===== config.mk =====
export PLATFORM = sky130hd
export DESIGN_NAME = i2c_bit_level_master_core
export DESIGN_NICKNAME = d
export VERILOG_FILES = /design/src/rtl/core/i2cblm_pkg.sv /design/src/rtl/core/i2c_bit_level_master_core.sv
export SDC_FILE = /design/constraint.sdc
export NUM_CORES = 1
export LEC_CHECK = 0
export BUFFER_PORTS_ARGS = -buffer_cell sky130_fd_sc_hd__buf_2
export CORE_ASPECT_RATIO = 1.2
export CORE_UTILIZATION = 35
export CTS_CLUSTER_SIZE = 20
export DETAILED_ROUTE_END_ITERATION = 16
export HOLD_SLACK_MARGIN = 0.12
export MAX_ROUTING_LAYER = met4
export PLACE_DENSITY = 0.59
export RECOVER_POWER = 25
export SKIP_LAST_GASP = 1
export SLEW_MARGIN = 30
export SYNTH_ARGS = -nofsm -noshare
export SYNTH_HDL_FRONTEND = slang
export SYNTH_SLANG_ARGS = --single-unit
export TNS_END_PERCENT = 1

===== constraint.sdc =====
create_clock -name clk_i -period 8.6 [get_ports clk_i]
set_clock_uncertainty 0.15 [all_clocks]
set_input_delay 0.86 -clock clk_i [delete_from_list [all_inputs] [get_ports clk_i]]
set_output_delay 0.86 -clock clk_i [all_outputs]
set_load 0.02 [all_outputs]

===== src/rtl/core/i2cblm_pkg.sv =====
// Shared types and constants for the bit-level I2C master core.
package i2cblm_pkg;

  localparam int unsigned ByteBits = 8;
  localparam int unsigned BitIdxW  = 4;
  localparam int unsigned TickW    = 16;

  // Command codes carried in req_type
  localparam logic [1:0] REQ_START = 2'd0;
  localparam logic [1:0] REQ_STOP  = 2'd1;
  localparam logic [1:0] REQ_WRITE = 2'd2;
  localparam logic [1:0] REQ_READ  = 2'd3;

  typedef enum logic [2:0] {
    PH_IDLE  = 3'd0,
    PH_START = 3'd1,
    PH_STOP  = 3'd2,
    PH_WRITE = 3'd3,
    PH_READ  = 3'd4
  } phase_e;

  typedef struct packed {
    logic       cmd_valid;
    logic [1:0] req_type;
    logic [7:0] wr_byte;
    logic       master_nack;
    logic       sda_in;
  } in_item_t;

  typedef struct packed {
    logic       scl_out;
    logic       sda_out;
    logic       busy_res;
    logic       done_res;
    logic [7:0] rd_byte;
    logic       slave_nack;
  } out_item_t;

endpackage


===== src/rtl/core/i2c_bit_level_master_core.sv =====
// Bit-level I2C master sequencer: one tick item in, one bus/status item out.
// Latency: an accepted item gives its result item in the output register on the next cycle.
// Throughput: one item per cycle; the bus state and the output register update in one pass.
// A new item is taken while the output register is empty or is being drained.
// Reset: bus idle, SCL/SDA released, no output, read byte/ack cleared, half period 5 ticks.
module i2c_bit_level_master_core
  import i2cblm_pkg::*;
(
  input  logic                   clk_i,
  input  logic                   rst_ni,
  input  logic                   cfg_we_i,
  input  logic [TickW-1:0]       cfg_wdata_i,
  input  logic                   in_valid_i,
  output logic                   in_stall_o,
  input  in_item_t               in_item_i,
  output logic                   out_valid_o,
  input  logic                   out_stall_i,
  output out_item_t              out_item_o
);

  phase_e               phase_q, phase_d;
  logic [BitIdxW-1:0]   bit_idx_q, bit_idx_d;
  logic [ByteBits-1:0]  shift_q, shift_d;
  logic [TickW-1:0]     tick_q, tick_d;
  logic                 nack_q, nack_d;
  logic [ByteBits-1:0]  rd_q, rd_d;
  logic                 ack_q, ack_d;
  logic                 scl_q, scl_d;
  logic                 sda_q, sda_d;
  logic [TickW-1:0]     half_q;
  logic                 out_valid_q;
  out_item_t            out_item_q, out_item_d;
  logic                 in_acc;
  logic [TickW-1:0]     limit;

  assign in_stall_o  = out_valid_q & out_stall_i;
  assign in_acc      = in_valid_i & ~in_stall_o;
  assign out_valid_o = out_valid_q;
  assign out_item_o  = out_item_q;
  assign limit       = (half_q == '0) ? TickW'(1) : half_q;

  always_comb begin
    phase_d    = phase_q;
    bit_idx_d  = bit_idx_q;
    shift_d    = shift_q;
    tick_d     = tick_q;
    nack_d     = nack_q;
    rd_d       = rd_q;
    ack_d      = ack_q;
    scl_d      = scl_q;
    sda_d      = sda_q;
    out_item_d = '0;

    // Take a new command only while idle
    if (phase_q == PH_IDLE && in_item_i.cmd_valid) begin
      tick_d    = '0;
      bit_idx_d = '0;
      scl_d     = 1'b1;
      case (in_item_i.req_type)
        REQ_START: begin
          phase_d = PH_START;
          sda_d   = 1'b1;
        end
        REQ_STOP: begin
          phase_d = PH_STOP;
          sda_d   = 1'b0;
        end
        REQ_WRITE: begin
          phase_d = PH_WRITE;
          shift_d = in_item_i.wr_byte;
          sda_d   = in_item_i.wr_byte[ByteBits-1];
        end
        default: begin
          phase_d = PH_READ;
          shift_d = '0;
          sda_d   = 1'b1;
          nack_d  = in_item_i.master_nack;
        end
      endcase
    end

    out_item_d.scl_out = scl_d;
    out_item_d.sda_out = sda_d;

    if (phase_d != PH_IDLE) begin
      out_item_d.busy_res = 1'b1;
      tick_d = tick_d + TickW'(1);
      if (tick_d >= limit) begin
        tick_d = '0;
        case (phase_d)
          PH_START: begin
            if (bit_idx_d == '0) begin
              bit_idx_d = BitIdxW'(1);
              sda_d     = 1'b0;
            end else begin
              scl_d               = 1'b0;
              out_item_d.done_res = 1'b1;
            end
          end
          PH_STOP: begin
            if (bit_idx_d == '0) begin
              bit_idx_d = BitIdxW'(1);
              sda_d     = 1'b1;
            end else begin
              out_item_d.done_res = 1'b1;
            end
          end
          PH_WRITE, PH_READ: begin
            if (scl_d) begin
              // End of SCL high: sample the line
              if (phase_d == PH_WRITE) begin
                if (bit_idx_d == BitIdxW'(ByteBits)) ack_d = in_item_i.sda_in;
              end else if (bit_idx_d < BitIdxW'(ByteBits)) begin
                shift_d = {shift_d[ByteBits-2:0], in_item_i.sda_in};
                if (bit_idx_d == BitIdxW'(ByteBits - 1)) rd_d = shift_d;
              end
              scl_d = 1'b0;
            end else begin
              bit_idx_d = bit_idx_d + BitIdxW'(1);
              if (bit_idx_d > BitIdxW'(ByteBits)) begin
                out_item_d.done_res = 1'b1;
              end else begin
                scl_d = 1'b1;
                if (bit_idx_d == BitIdxW'(ByteBits)) begin
                  // Release SDA for the slave's ack, or drive ours on read
                  sda_d = (phase_d == PH_WRITE) ? 1'b1 : nack_d;
                end else if (phase_d == PH_WRITE) begin
                  sda_d = shift_d[3'(ByteBits - 1) - bit_idx_d[2:0]];
                end else begin
                  sda_d = 1'b1;
                end
              end
            end
          end
          default: begin
            out_item_d.done_res = 1'b1;
          end
        endcase
        if (out_item_d.done_res) begin
          phase_d   = PH_IDLE;
          bit_idx_d = '0;
        end
      end
    end

    out_item_d.rd_byte    = rd_d;
    out_item_d.slave_nack = ack_d;
  end

  always_ff @(posedge clk_i or negedge rst_ni) begin
    if (!rst_ni) begin
      phase_q   <= PH_IDLE;
      bit_idx_q <= '0;
      shift_q   <= '0;
      tick_q    <= '0;
      nack_q    <= 1'b0;
      rd_q      <= '0;
      ack_q     <= 1'b0;
      scl_q     <= 1'b1;
      sda_q     <= 1'b1;
    end else if (in_acc) begin
      phase_q   <= phase_d;
      bit_idx_q <= bit_idx_d;
      shift_q   <= shift_d;
      tick_q    <= tick_d;
      nack_q    <= nack_d;
      rd_q      <= rd_d;
      ack_q     <= ack_d;
      scl_q     <= scl_d;
      sda_q     <= sda_d;
    end
  end

  always_ff @(posedge clk_i or negedge rst_ni) begin
    if (!rst_ni) begin
      half_q <= TickW'(5);
    end else if (cfg_we_i) begin
      half_q <= cfg_wdata_i;
    end
  end

  always_ff @(posedge clk_i or negedge rst_ni) begin
    if (!rst_ni) begin
      out_valid_q <= 1'b0;
    end else if (in_acc) begin
      out_valid_q <= 1'b1;
    end else if (!out_stall_i) begin
      out_valid_q <= 1'b0;
    end
  end

  always_ff @(posedge clk_i) begin
    if (in_acc) begin
      out_item_q <= out_item_d;
    end
  end

`ifndef SYNTHESIS
  assert property (@(posedge clk_i) disable iff (!rst_ni)
    in_acc |=> out_valid_q)
    else $error("accepted item produced no result");

  assert property (@(posedge clk_i) disable iff (!rst_ni)
    out_valid_q && out_item_q.done_res |-> out_item_q.busy_res)
    else $error("done pulse outside a busy tick");

  assert property (@(posedge clk_i) disable iff (!rst_ni)
    phase_q == PH_IDLE |-> tick_q == '0)
    else $error("segment tick counter not cleared while idle");

  assert property (@(posedge clk_i) disable iff (!rst_ni)
    phase_q == PH_IDLE |-> bit_idx_q == '0)
    else $error("bit index not cleared while idle");
`endif

endmodule

==> impl_metrics.ini <==
[setup_path]
rrSetupSlack_ns = 3.53
critPathLaunchType = input port
path_max_fanout = 28
timing.rr.start = phase_q[0]
regToRegEndpoint = rd_q[4]
worst-path-buf-inv = 2
cp.arrival_ns = 5.19
path_cells = buf_2 > or4b_1 > buf_4 > and2_1 > ha_1 > nand3_1 > nor2_1 > and3_1 > xnor2_1 > nor2_1 > ha_1 > a21oi_1 > nand2_1 > a211oi_1 > a21oi_2 > o211ai_2 > nand2b_1 > mux2_2
path_delay_family = simple AND/OR/NAND/NOR gates
critical_path.max_stage_delay_ns = 0.50
required_ns = 8.67
worst-r2r-cell-count = 17
cpMaxStageDelayCell = o211ai_2
worstSetupPathType = input port to flop
cp-end-kind = flop

[yosys]
ys_ff_latch = 73
synth_area_leader_cell = dfrtp_1
seq_area_frac_synth_pct = 41.8
ys.flop_type = dfrtp_1
syn-num-nets = 537
synth-edff-count = 13
yosysMostFrequentCell = dfrtp_1
netlist_top_cells_count = dfrtp_1 (56), nand2_1 (53), nor2_1 (34), o21ai_0 (34), inv_1 (32)
syn_area_per_cell_um2 = 9.45
synth_area_um2 = 4540
ys_async_sr_fraction_pct = 82.2
yosysWarnings = 0
synth_cell_types = 63
ys_top_cells_by_area = dfrtp_1 (31%), edfxtp_1 (8.6%), ha_1 (6.3%), nand2_1 (4.4%), a22o_1 (4.1%)
syn_inst = 480
synth_top_area_share_pct = 30.9

[pwr]
total_power_mw = 1.30
vdd_ir_drop_max_mv = 0.0964
power.leakage_nw = 2.39
powerDensity_nw_per_um2 = 246

[clock_tree]
clkLatencyLatePin_ns = 0.34
postCtsSetupBuffers = 0
cts_buffers = 9
cts_tree = built
ctsHoldBuffers = 0
cts.clk_slew.worst_paths_ns = 0.06
clk_path_buf_depth = 2
cts_resized = 0
clockRootBuffer = clkbuf_16
htreeDepth = 3
clock_sink_count = 73

[global_routing]
grt_util_met1_pct = 21.3
antenna_found_initial = 0
track_usage_pct = 18.3
grt.busiest_layer = met2
grt_use_met3_pct = 3.55
grt_util_met2_pct = 30.6
grt_overflow_total = 0
grt_pass1_wl_mm = 18.8
grt_pass1_vias = 3856
grt_max_degree = 61

[timing]
rsz0062_at_grt = false
setup_violations = 0
max_freq_ghz = 0.195
finalCriticalPeriod_ns = 5.12
fin_tns_setup_ns = 0
worst_slew_pin_slew_ns = 3.34
relSlewSlack_pct = -123
hold_viol = 0
final.period_utilization_pct = 59.5
slew_viol_final = 61

[route]
final_antenna_net_count = 0
drt-initial-drc-count = 188
wl_per_cell_um = 16.0
vias_per_cell = 5.45
route.detailed.drc = 0
firstDrtPassIters = 5
vias = 3761
wirelength_mm = 11.0

[floorplanning]
die-area_um2 = 13400
fp.coreArea_um2 = 12700
dieHeight_um = 127
num_io_pins = 49
die_x_um = 106
start_util_pct = 35.8
num_rows = 45

[worst_hold_path]
holdPathStages = 1
min_delay_worst_endpoint = rd_q[0]
holdCritStartpoint = rd_q[0]
hold_class = flop to flop

[run]
cap_violations = 1

[layout]
n_antenna_cell = 0
stdcell_count = 690
finalCoreUtilization_pct = 41.5
area_growth_pct = 15.9
postLayoutCellArea_um2 = 5260
nNetsFinal = 578
drive_gt1_share_pct = 19.0

[placed_design]
dp_hpwl_mm = 7.90
placement.cell_area_um2 = 4920
gp_congestion = 0.876
placedCellCount = 674
port_buffers = 48

[status]
status = complete, but fails checks
violations = max-capacitance violations, max-slew violations
-- cell usage in the layout (no fill, tap or decap), types with 5 or more instances in the layout --
cell and instances:
mux2i_1 9, nor3_1 10, edfxtp_1 13, o211ai_1 5
a211oi_1 5, clkbuf_16 9, a22o_1 21, inv_1 32
xnor2_1 7, buf_2 47, a21oi_1 26, nor4_1 5
mux2_2 16, nand2b_1 5, nor2_1 34, nand2_1 53
nand4_1 9, ha_1 23, xor2_1 10, o21ai_0 33
nand3_1 12, dfrtp_1 56
-- logic make-up (layout without fill, tap and decap cells) --
group	count (synthesis)	in the layout	synth area share, %
compound gates	135	135	20.3
fa+ha+maj	23	23	6.34
buf+inv	55	101	4.97
xor+xnor	17	17	3.28
mux	30	30	7.28
simple gates	147	147	16.0
flops	73	73	41.8
-- power breakdown --
part / switching [mW] / leakage (nW) / internal, mW / total (mW)
Clock: 0.149 / 0.162 / 0.283 / 0.433
Sequential: 0.0642 / 0.902 / 0.408 / 0.473
Combinational: 0.233 / 1.33 / 0.157 / 0.390
Total: 0.446 / 2.39 / 0.849 / 1.30
-- through the flow --
step                setup WS, ns  hold slack, ns
floorplan                   3.47           0.300
global placement            3.26           0.318
detailed placement          3.12           0.335
CTS                         3.47           0.348
global route                3.00           0.373
finish                      3.48           0.341
-- layout make-up --
type / instances / area (µm²)
Clock buffer: 9 / 225
Clock inverter: 7 / 119
Fill cell: 1259 / 7410
Inverter: 32 / 120
Multi-Input combinational cell: 352 / 2420
Sequential cell: 73 / 1900
Tap cell: 164 / 205
Timing Repair Buffer: 53 / 273
-- layer usage --
metal | share of wire (%) | vias to the layer above
met5 | 0 | -
met4 | 2.9 | 0
met3 | 3.4 | 28
met2 | 49 | 82
met1 | 44 | 1818
li1 | - | 1833
-- worst register-to-register path, cell delays in order (launching register included) --
cell and delay [ns]:
dfrtp_1 0.50, or4b_1 0.55, buf_4 0.25, and2_1 0.22, ha_1 0.23, nand3_1 0.14
nor2_1 0.10, and3_1 0.20, xnor2_1 0.12, nor2_1 0.15, ha_1 0.29, a21oi_1 0.14
nand2_1 0.06, a211oi_1 0.35, a21oi_2 0.21, o211ai_2 0.51, nand2b_1 0.41, mux2_2 0.39
-- how the worst max path moves through the flow --
stage,cells past startpoint,slack (ns),endpoint,from
3_3_place_gp,18,3.26,rd_q[5],in_item_i[12]
2_1_floorplan,20,3.47,rd_q[3],in_item_i[12]
3_5_place_dp,18,3.12,rd_q[7],in_item_i[12]
4_1_cts,18,3.47,rd_q[6],in_item_i[12]
5_1_grt,18,3.00,rd_q[7],in_item_i[12]
6_report,18,3.48,rd_q[4],in_item_i[12]
-- flip-flops by register name, summed over array words and instances, names as in the netlist --
signal / flops
ack_q: 1
bit_idx_q: 4
half_q: 16
nack_q: 1
out_item_o: 13
out_valid_o: 1
phase_q: 3
rd_q: 8
scl_q: 1
sda_q: 1
shift_q: 8
tick_q: 16
No activity file was read; power rests on OpenSTA's default activity.
